`src/sv/stat_pkg.sv`:
```
// ----------------------------------------------------------------------------
// stat_pkg: shared types for the sorted term accumulation table
// Beat formats, the table entry layout and the control state encoding.
// ----------------------------------------------------------------------------
package stat_pkg;

  localparam int COEF_IN_W  = 16;
  localparam int COEF_ACC_W = 32;
  localparam int EXP_W      = 10;

  localparam logic [COEF_ACC_W-1:0] COEF_MAX = 32'h7fff_ffff;
  localparam logic [COEF_ACC_W-1:0] COEF_MIN = 32'h8000_0000;

  typedef struct packed {
    logic signed [COEF_IN_W-1:0] term_coefficient;
    logic [EXP_W-1:0]            term_exponent;
    logic                        final_term;
  } stat_in_t;

  typedef struct packed {
    logic signed [COEF_ACC_W-1:0] out_coefficient;
    logic [EXP_W-1:0]             out_exponent;
    logic                         last_of_run;
    logic                         zero_polynomial;
    logic                         overflowed;
  } stat_out_t;

  // One row of the table memory.
  typedef struct packed {
    logic [EXP_W-1:0]             exponent;
    logic signed [COEF_ACC_W-1:0] coefficient;
  } stat_entry_t;

  localparam int ENTRY_W = $bits(stat_entry_t);

  typedef enum logic [2:0] {
    ST_IDLE,
    ST_SCAN,
    ST_SHIFT,
    ST_PLACE,
    ST_ELOAD,
    ST_EMIT
  } stat_state_t;

endpackage

```
`src/sv/stat_ram.sv`:
```
// ----------------------------------------------------------------------------
// stat_ram: generic simple dual-port RAM
// One write port, one read port, read data registered.
// ----------------------------------------------------------------------------
module stat_ram #(
  parameter int WIDTH = 8,
  parameter int DEPTH = 32
) (
  input  logic                     clk,
  input  logic                     we,
  input  logic [$clog2(DEPTH)-1:0] waddr,
  input  logic [WIDTH-1:0]         wdata,
  input  logic [$clog2(DEPTH)-1:0] raddr,
  output logic [WIDTH-1:0]         rdata
);

  logic [WIDTH-1:0] mem [DEPTH];
  logic [WIDTH-1:0] rdata_r;

  always_ff @(posedge clk) begin
    if (we) begin
      mem[waddr] <= wdata;
    end
    rdata_r <= mem[raddr];
  end

  assign rdata = rdata_r;

endmodule

```
`src/sv/sorted_term_accumulate_table_top.sv`:
```
// ----------------------------------------------------------------------------
// sorted_term_accumulate_table_top: sorted polynomial term accumulator
//
//   channel | ports                           | beat
//   --------+---------------------------------+-----------------------------
//   in      | in_valid, in_ready, in_data     | one term (stat_in_t)
//   out     | out_valid, out_ready, out_data  | one emitted term (stat_out_t)
//
// Terms live in one RAM, sorted by descending exponent; a fill count marks
// the valid rows. A term whose coefficient is zero is taken without a scan.
// Else rows are scanned to find the match or the insertion point; a match
// is summed in place, and a new term is placed in its own row after the
// tail below it is shifted down one row per cycle through the RAM port; an
// empty table places at once. A final term starts an emission, which the
// output can stall, and the input waits for the whole emission. Reset
// (rst_n, synchronous) empties the table at once; no clearing pass is
// needed.
// ----------------------------------------------------------------------------
module sorted_term_accumulate_table_top
  import stat_pkg::*;
#(
  parameter int DEPTH = 32
) (
  input  logic      clk,
  input  logic      rst_n,
  input  logic      in_valid,
  output logic      in_ready,
  input  stat_in_t  in_data,
  output logic      out_valid,
  input  logic      out_ready,
  output stat_out_t out_data
);

  localparam int AW = $clog2(DEPTH);
  localparam int CW = $clog2(DEPTH + 1);
  localparam logic [CW-1:0] FULL_COUNT = CW'(DEPTH);
  localparam logic [CW-1:0] ONE        = CW'(1);
  localparam logic [CW-1:0] TWO        = CW'(2);

  stat_state_t state_r, state_nxt;

  logic [CW-1:0] count_r, count_nxt;
  logic [CW-1:0] idx_r, idx_nxt;
  logic [CW-1:0] pos_r, pos_nxt;
  logic          ovf_r, ovf_nxt;

  logic signed [COEF_IN_W-1:0] coef_r, coef_nxt;
  logic [EXP_W-1:0]            exp_r, exp_nxt;
  logic                        fin_r, fin_nxt;

  stat_entry_t pend_r, pend_nxt;
  logic        have_pend_r, have_pend_nxt;

  logic      out_valid_r, out_valid_nxt;
  stat_out_t out_r, out_nxt;

  logic        ram_we;
  logic [AW-1:0] ram_waddr, ram_raddr;
  stat_entry_t ram_wdata, ram_rdata;

  stat_ram #(
    .WIDTH (ENTRY_W),
    .DEPTH (DEPTH)
  ) u_table (
    .clk   (clk),
    .we    (ram_we),
    .waddr (ram_waddr),
    .wdata (ram_wdata),
    .raddr (ram_raddr),
    .rdata (ram_rdata)
  );

  // Decode of the row just read and of the current term.
  logic                  in_fire, in_zero;
  logic                  hit_eq, hit_lt, scan_end, full;
  logic                  shift_last, e_more, e_nz, can_push;
  logic signed [COEF_ACC_W:0] sum;
  logic [COEF_ACC_W-1:0] sat_sum;
  stat_entry_t           new_entry;

  assign in_ready   = (state_r == ST_IDLE);
  assign in_fire    = in_valid && in_ready;
  assign in_zero    = (in_data.term_coefficient == '0);
  assign hit_eq     = (ram_rdata.exponent == exp_r);
  assign hit_lt     = (ram_rdata.exponent < exp_r);
  assign scan_end   = ((idx_r + ONE) == count_r);
  assign full       = (count_r == FULL_COUNT);
  assign shift_last = ((idx_r - ONE) == pos_r);
  assign e_more     = (idx_r < count_r);
  assign e_nz       = (ram_rdata.coefficient != '0);
  assign can_push   = !out_valid_r || out_ready;

  assign sum = {ram_rdata.coefficient[COEF_ACC_W-1], ram_rdata.coefficient}
             + {{(COEF_ACC_W + 1 - COEF_IN_W){coef_r[COEF_IN_W-1]}}, coef_r};
  assign sat_sum = (sum[COEF_ACC_W] != sum[COEF_ACC_W-1])
                 ? (sum[COEF_ACC_W] ? COEF_MIN : COEF_MAX)
                 : sum[COEF_ACC_W-1:0];

  assign new_entry.exponent    = exp_r;
  assign new_entry.coefficient =
      {{(COEF_ACC_W - COEF_IN_W){coef_r[COEF_IN_W-1]}}, coef_r};

  // Next state.
  always_comb begin
    state_nxt = state_r;
    unique case (state_r)
      ST_IDLE: begin
        if (in_fire) begin
          if (in_zero) begin
            state_nxt = in_data.final_term ? ST_ELOAD : ST_IDLE;
          end else if (count_r == '0) begin
            state_nxt = ST_PLACE;
          end else begin
            state_nxt = ST_SCAN;
          end
        end
      end
      ST_SCAN: begin
        if (hit_eq) begin
          state_nxt = fin_r ? ST_ELOAD : ST_IDLE;
        end else if (hit_lt || scan_end) begin
          if (full) begin
            state_nxt = fin_r ? ST_ELOAD : ST_IDLE;
          end else begin
            state_nxt = hit_lt ? ST_SHIFT : ST_PLACE;
          end
        end
      end
      ST_SHIFT: begin
        if (shift_last) begin
          state_nxt = ST_PLACE;
        end
      end
      ST_PLACE: state_nxt = fin_r ? ST_ELOAD : ST_IDLE;
      ST_ELOAD: state_nxt = ST_EMIT;
      ST_EMIT: begin
        if (!e_more && can_push) begin
          state_nxt = ST_IDLE;
        end
      end
      default: state_nxt = ST_IDLE;
    endcase
  end

  // Datapath, RAM control and output register.
  always_comb begin
    count_nxt     = count_r;
    idx_nxt       = idx_r;
    pos_nxt       = pos_r;
    ovf_nxt       = ovf_r;
    coef_nxt      = coef_r;
    exp_nxt       = exp_r;
    fin_nxt       = fin_r;
    pend_nxt      = pend_r;
    have_pend_nxt = have_pend_r;
    out_valid_nxt = out_valid_r && !out_ready;
    out_nxt       = out_r;
    ram_we        = 1'b0;
    ram_waddr     = idx_r[AW-1:0];
    ram_wdata     = new_entry;
    ram_raddr     = idx_r[AW-1:0];

    unique case (state_r)
      ST_IDLE: begin
        ram_raddr = '0;
        if (in_fire) begin
          coef_nxt = in_data.term_coefficient;
          exp_nxt  = in_data.term_exponent;
          fin_nxt  = in_data.final_term;
          idx_nxt  = '0;
          pos_nxt  = '0;
        end
      end
      ST_SCAN: begin
        if (hit_eq) begin
          ram_we                = 1'b1;
          ram_wdata.exponent    = ram_rdata.exponent;
          ram_wdata.coefficient = sat_sum;
        end else if ((hit_lt || scan_end) && full) begin
          ovf_nxt = 1'b1;
        end else if (hit_lt) begin
          // Open a gap at this row: move the tail down, last row first.
          pos_nxt   = idx_r;
          idx_nxt   = count_r;
          ram_raddr = AW'(count_r - ONE);
        end else if (scan_end) begin
          pos_nxt = count_r;
        end else begin
          idx_nxt   = idx_r + ONE;
          ram_raddr = AW'(idx_r + ONE);
        end
      end
      ST_SHIFT: begin
        ram_we    = 1'b1;
        ram_wdata = ram_rdata;
        if (!shift_last) begin
          idx_nxt   = idx_r - ONE;
          ram_raddr = AW'(idx_r - TWO);
        end
      end
      ST_PLACE: begin
        ram_we    = 1'b1;
        ram_waddr = pos_r[AW-1:0];
        count_nxt = count_r + ONE;
      end
      ST_ELOAD: begin
        idx_nxt       = '0;
        ram_raddr     = '0;
        have_pend_nxt = 1'b0;
      end
      ST_EMIT: begin
        // One nonzero row is held back so that the last one can be flagged.
        if (e_more) begin
          if (!e_nz) begin
            idx_nxt = idx_r + ONE;
          end else if (!have_pend_r) begin
            pend_nxt      = ram_rdata;
            have_pend_nxt = 1'b1;
            idx_nxt       = idx_r + ONE;
          end else if (can_push) begin
            out_valid_nxt           = 1'b1;
            out_nxt.out_coefficient = pend_r.coefficient;
            out_nxt.out_exponent    = pend_r.exponent;
            out_nxt.last_of_run     = 1'b0;
            out_nxt.zero_polynomial = 1'b0;
            out_nxt.overflowed      = ovf_r;
            pend_nxt                = ram_rdata;
            idx_nxt                 = idx_r + ONE;
          end
        end else if (can_push) begin
          out_valid_nxt           = 1'b1;
          out_nxt.out_coefficient = have_pend_r ? pend_r.coefficient : '0;
          out_nxt.out_exponent    = have_pend_r ? pend_r.exponent : '0;
          out_nxt.last_of_run     = 1'b1;
          out_nxt.zero_polynomial = !have_pend_r;
          out_nxt.overflowed      = ovf_r;
          have_pend_nxt           = 1'b0;
          count_nxt               = '0;
          ovf_nxt                 = 1'b0;
        end
        ram_raddr = idx_nxt[AW-1:0];
      end
      default: begin
      end
    endcase
  end

  always_ff @(posedge clk) begin
    if (!rst_n) begin
      state_r     <= ST_IDLE;
      count_r     <= '0;
      ovf_r       <= 1'b0;
      have_pend_r <= 1'b0;
      out_valid_r <= 1'b0;
    end else begin
      state_r     <= state_nxt;
      count_r     <= count_nxt;
      ovf_r       <= ovf_nxt;
      have_pend_r <= have_pend_nxt;
      out_valid_r <= out_valid_nxt;
    end
  end

  always_ff @(posedge clk) begin
    idx_r  <= idx_nxt;
    pos_r  <= pos_nxt;
    coef_r <= coef_nxt;
    exp_r  <= exp_nxt;
    fin_r  <= fin_nxt;
    pend_r <= pend_nxt;
    out_r  <= out_nxt;
  end

  assign out_valid = out_valid_r;
  assign out_data  = out_r;

  // The fill count never passes the table size.
  a_count_bound: assert property (@(posedge clk) disable iff (!rst_n)
    count_r <= FULL_COUNT)
    else $error("table fill count exceeds depth");

  // A tail shift always moves rows strictly below the insertion point.
  a_shift_order: assert property (@(posedge clk) disable iff (!rst_n)
    (state_r == ST_SHIFT) |-> (idx_r > pos_r) && (idx_r < FULL_COUNT))
    else $error("tail shift pointer out of order");

  // Emission never writes the table.
  a_emit_readonly: assert property (@(posedge clk) disable iff (!rst_n)
    (state_r == ST_EMIT || state_r == ST_ELOAD) |-> !ram_we)
    else $error("table written during emission");

  // The closing beat of an emission empties the table and the flag.
  a_emit_clears: assert property (@(posedge clk) disable iff (!rst_n)
    (state_r == ST_EMIT && !e_more && can_push) |=>
      (count_r == '0) && !ovf_r && out_valid_r && out_r.last_of_run)
    else $error("emission did not close the run");

  // Only nonzero rows are held for output.
  a_pend_nonzero: assert property (@(posedge clk) disable iff (!rst_n)
    have_pend_r |-> (pend_r.coefficient != '0))
    else $error("held row has zero coefficient");

endmodule

```
`config.mk`:
```
export PLATFORM = sky130hd
export DESIGN_NAME = sorted_term_accumulate_table_top
export DESIGN_NICKNAME = d
export VERILOG_FILES = /design/src/sv/stat_pkg.sv /design/src/sv/stat_ram.sv /design/src/sv/sorted_term_accumulate_table_top.sv
export SDC_FILE = /design/constraint.sdc
export NUM_CORES = 2
export LEC_CHECK = 0
export ABC_AREA = 1
export BUFFER_PORTS_ARGS = -buffer_cell sky130_fd_sc_hd__buf_2
export CORE_MARGIN = 2
export CORE_UTILIZATION = 50
export CTS_CLUSTER_SIZE = 10
export DETAILED_ROUTE_END_ITERATION = 6
export PLACE_DENSITY = 0.73
export SLEW_MARGIN = 20
export SYNTH_ARGS = -nofsm -noshare
export SYNTH_HDL_FRONTEND = slang
export SYNTH_SLANG_ARGS = --single-unit
```
`constraint.sdc`:
```
create_clock -name clk -period 13.42 [get_ports clk]
set_clock_uncertainty 0.1 [all_clocks]
set_input_delay 1.342 -clock clk [delete_from_list [all_inputs] [get_ports clk]]
set_output_delay 1.342 -clock clk [all_outputs]
set_load 0.02 [all_outputs]
```
==> flow_summary.json <==
{
  "outcome": "completed",
  "min_period_ns": 6.65,
  "globalplace.congestion": 0.988,
  "hold_viol": 0,
  "drt_first_pass_iters": 6,
  "setup_slack_ns": 6.77,
  "final_common_cell": "nand2_1",
  "cp_cell_sequence": "inv_1 > ha_1 > nand2_1 > nand2_1 > nor2_1 > nand3_1 > nor2_1 > nand3_2 > nand2_2 > a21oi_2 > nand2_1 > nand3_2 > nand2_8 > buf_4 > buf_4 > buf_4 > nand3_1 > nand2_1 > nand2_1 > nand3_1 > nand3_1 > nand2_1 > nand2_1 > nand2_1",
  "wl_mm": 204,
  "grt_usage_pct": 28.7,
  "maxSlewViolCount": 0,
  "rrSetupSlack_ns": 6.77,
  "final_net_count": 6670,
  "cts_tree": "done",
  "worst-slew-pin-transition_ns": 1.23,
  "synth_nets": 6684,
  "fin_crit_sh_pct": 49.6,
  "grt_pass1_vias": 47787,
  "rsz0062_at_grt": "false",
  "clk_path_buf_depth": 3,
  "numClockSinks": 1524,
  "dpl-instance-area_um2": 70800,
  "cts_made_buffers": 172,
  "rows": 135,
  "dpl_worst_slack_ns": 6.86,
  "cts_setup_buffers": 0,
  "hold_path_class": "reg2reg",
  "cts-root-buf": "clkbuf_16",
  "antenna_found_initial": 4,
  "yosysWarnings": 0,
  "critPathSlowestCell": "buf_4",
  "setup_viol": 0,
  "area_growth_pct": 10.5,
  "maxCapViolations": 0,
  "cts_resized": 0,
  "syn_inst": 6594,
  "power_leakage_nw": 30.6,
  "wl_per_cell_um": 24.0,
  "endpoint_kind": "flip-flop",
  "cts-htree-levels": 4,
  "drt-vias-per-instance": 5.94,
  "ioPinCount": 78,
  "cp.required_ns": 14.04,
  "seq_area_frac_synth_pct": 65.9,
  "criticalPathCategory": "reg2reg",
  "start_util_pct": 50.6,
  "dr_total_vias": 50482,
  "core_um2": 136000,
  "grt_max_degree": 213,
  "dp_hpwl_mm": 108,
  "syn_avg_cell_area_um2": 10.4,
  "post-route-util_pct": 55.9,
  "final.setup.tns_ns": 0,
  "fillers": 11153,
  "layout-drive-gt1-share_pct": 7.26,
  "fp.dieArea_um2": 140000,
  "die_w_um": 375,
  "drt_iter0_markers": 8134,
  "synth_area_um2": 68600,
  "power_density_nw_per_um2": 275,
  "ant_nets": 0,
  "overflow": 0,
  "clkLatencyLatePin_ns": 0.82,
  "crit_path_max_fanout": 77,
  "vdd_drop_max_mv": 0.291,
  "holdWs_ns": 0.329,
  "port_buffers": 77,
  "slew_headroom_pct": 17.8,
  "yosys_register_bits": 1524,
  "cpMostUsedCell": "nand2_1",
  "cp-start-kind": "flip-flop",
  "slowest_delay_ns": 0.83,
  "layout_common_cells": "nand2_1, nand3_1, edfxtp_1",
  "grt_pass1_wl_mm": 302,
  "die_y_um": 375,
  "synthDistinctLibCells": 49,
  "hold_buffers": 0,
  "fmax_mhz": 150,
  "clk_pin_slew_ns": 0.06,
  "drc": 0,
  "worstPathArrival_ns": 7.27,
  "design_area_um2": 75900
}
-- flip-flops by register name, summed over array words and instances (netlist names) --
register	cells
coef_r	16
out_valid	1
pend_r	42
have_pend_r	1
out_data	45
idx_r	6
pos_r	6
ovf_r	1
exp_r	10
u_table.rdata	42
u_table.mem	1344
state_r	3
count_r	6
fin_r	1
-- Yosys cell counts, drive strengths merged --
cell type     n  area (um^2)
o21bai        5         37.5
o2111ai       2         17.5
buf         263         1430
clkbuf      122          458
dfxtp        54         1080
o211ai       19          143
o22ai         4         25.0
o221ai        5         43.8
a22oi        10         75.1
nor3         21          126
ha           58          726
nand3      1498         7510
a221oi        3         26.3
edfxtp     1470        44100
a21o          5         37.5
nor2        175          662
fa            1         20.0
o21a          3         22.5
clkinv        1         3.75
nor4          7         43.8
and2          1         6.26
or2           7         43.8
o31ai         2         15.0
inv         895         3360
xnor2         3         26.3
a21oi        66          345
nand2      1546         5830
xor2         19          174
a31oi         5         31.3
nand3b      210         1580
nand4        15         93.8
o21ai        93          469
a21boi        2         15.0
a2111oi       1         8.76
nor3b         3         22.5
-- critical path: cells and delay by family (launching register included) --
kind                       cells  cell delay (ns)
buffers and inverters          4             2.67
and+or+nand+nor               18             2.41
DFF                            1             0.68
adders and majority gates      1             0.47
AOI/OAI and AO/OA              1             0.13
-- area by class of cell --
| class | instances | area, um^2 | area share (%) |
|---|---|---|---|
| flip-flops and latches | 1524 | 45200 | 59.6 |
| inverters | 896 | 3370 | 4.45 |
| clock inverters | 12 | 185 | 0.244 |
| diodes | 1 | 2.50 | 0.00330 |
| multi-input cells | 3789 | 18600 | 24.5 |
| clock buffers | 300 | 4890 | 6.45 |
| well taps | 1781 | 2230 | 2.94 |
| repair buffers | 197 | 1360 | 1.79 |
-- logic make-up after synthesis --
| kind of cell | count (synthesis) | share of synthesized area [%] |
|---|---|---|
| AO/OA/AOI/OAI | 225 | 1.91 |
| XOR/XNOR | 22 | 0.292 |
| adder cells (fa/ha/maj) | 59 | 1.09 |
| buffers and inverters | 1281 | 7.65 |
| flip-flops | 1524 | 65.9 |
| AND/OR/NAND/NOR | 3483 | 23.2 |
-- metal layers --
layer / share of wire (%) / track usage, % / up-vias
met3: 12 / 5.63 / 635
met1: 38 / 39.8 / 24130
li1: - / - / 22315
met2: 45 / 43.9 / 3396
met5: 0.018 / 0 / -
met4: 4.9 / 13.3 / 6
-- through the flow --
stage	std cells	power (W)
after floorplan	6594	0.0134
after global placement	8187	0.0162
after detailed placement	8187	0.0164
after CTS	8499	0.0207
after global routing	8499	0.0220
final	8500	0.0209
-- final timing paths --
check | start | to | depth (start not counted)
min | ovf_r | out_data[0] | 0
max | idx_r[0] | u_table.rdata[1] | 24
max reg2reg | idx_r[0] | u_table.rdata[1] | 24
min reg2reg | ovf_r | out_data[0] | 0
-- where the power goes --
group / internal, W / total, W / switching (W)
Combinational: 0.00263 / 0.0100 / 0.00737
Sequential: 0.00627 / 0.00655 / 0.000281
Clock: 0.00246 / 0.00434 / 0.00187
Power figures use the tool's default switching activity.
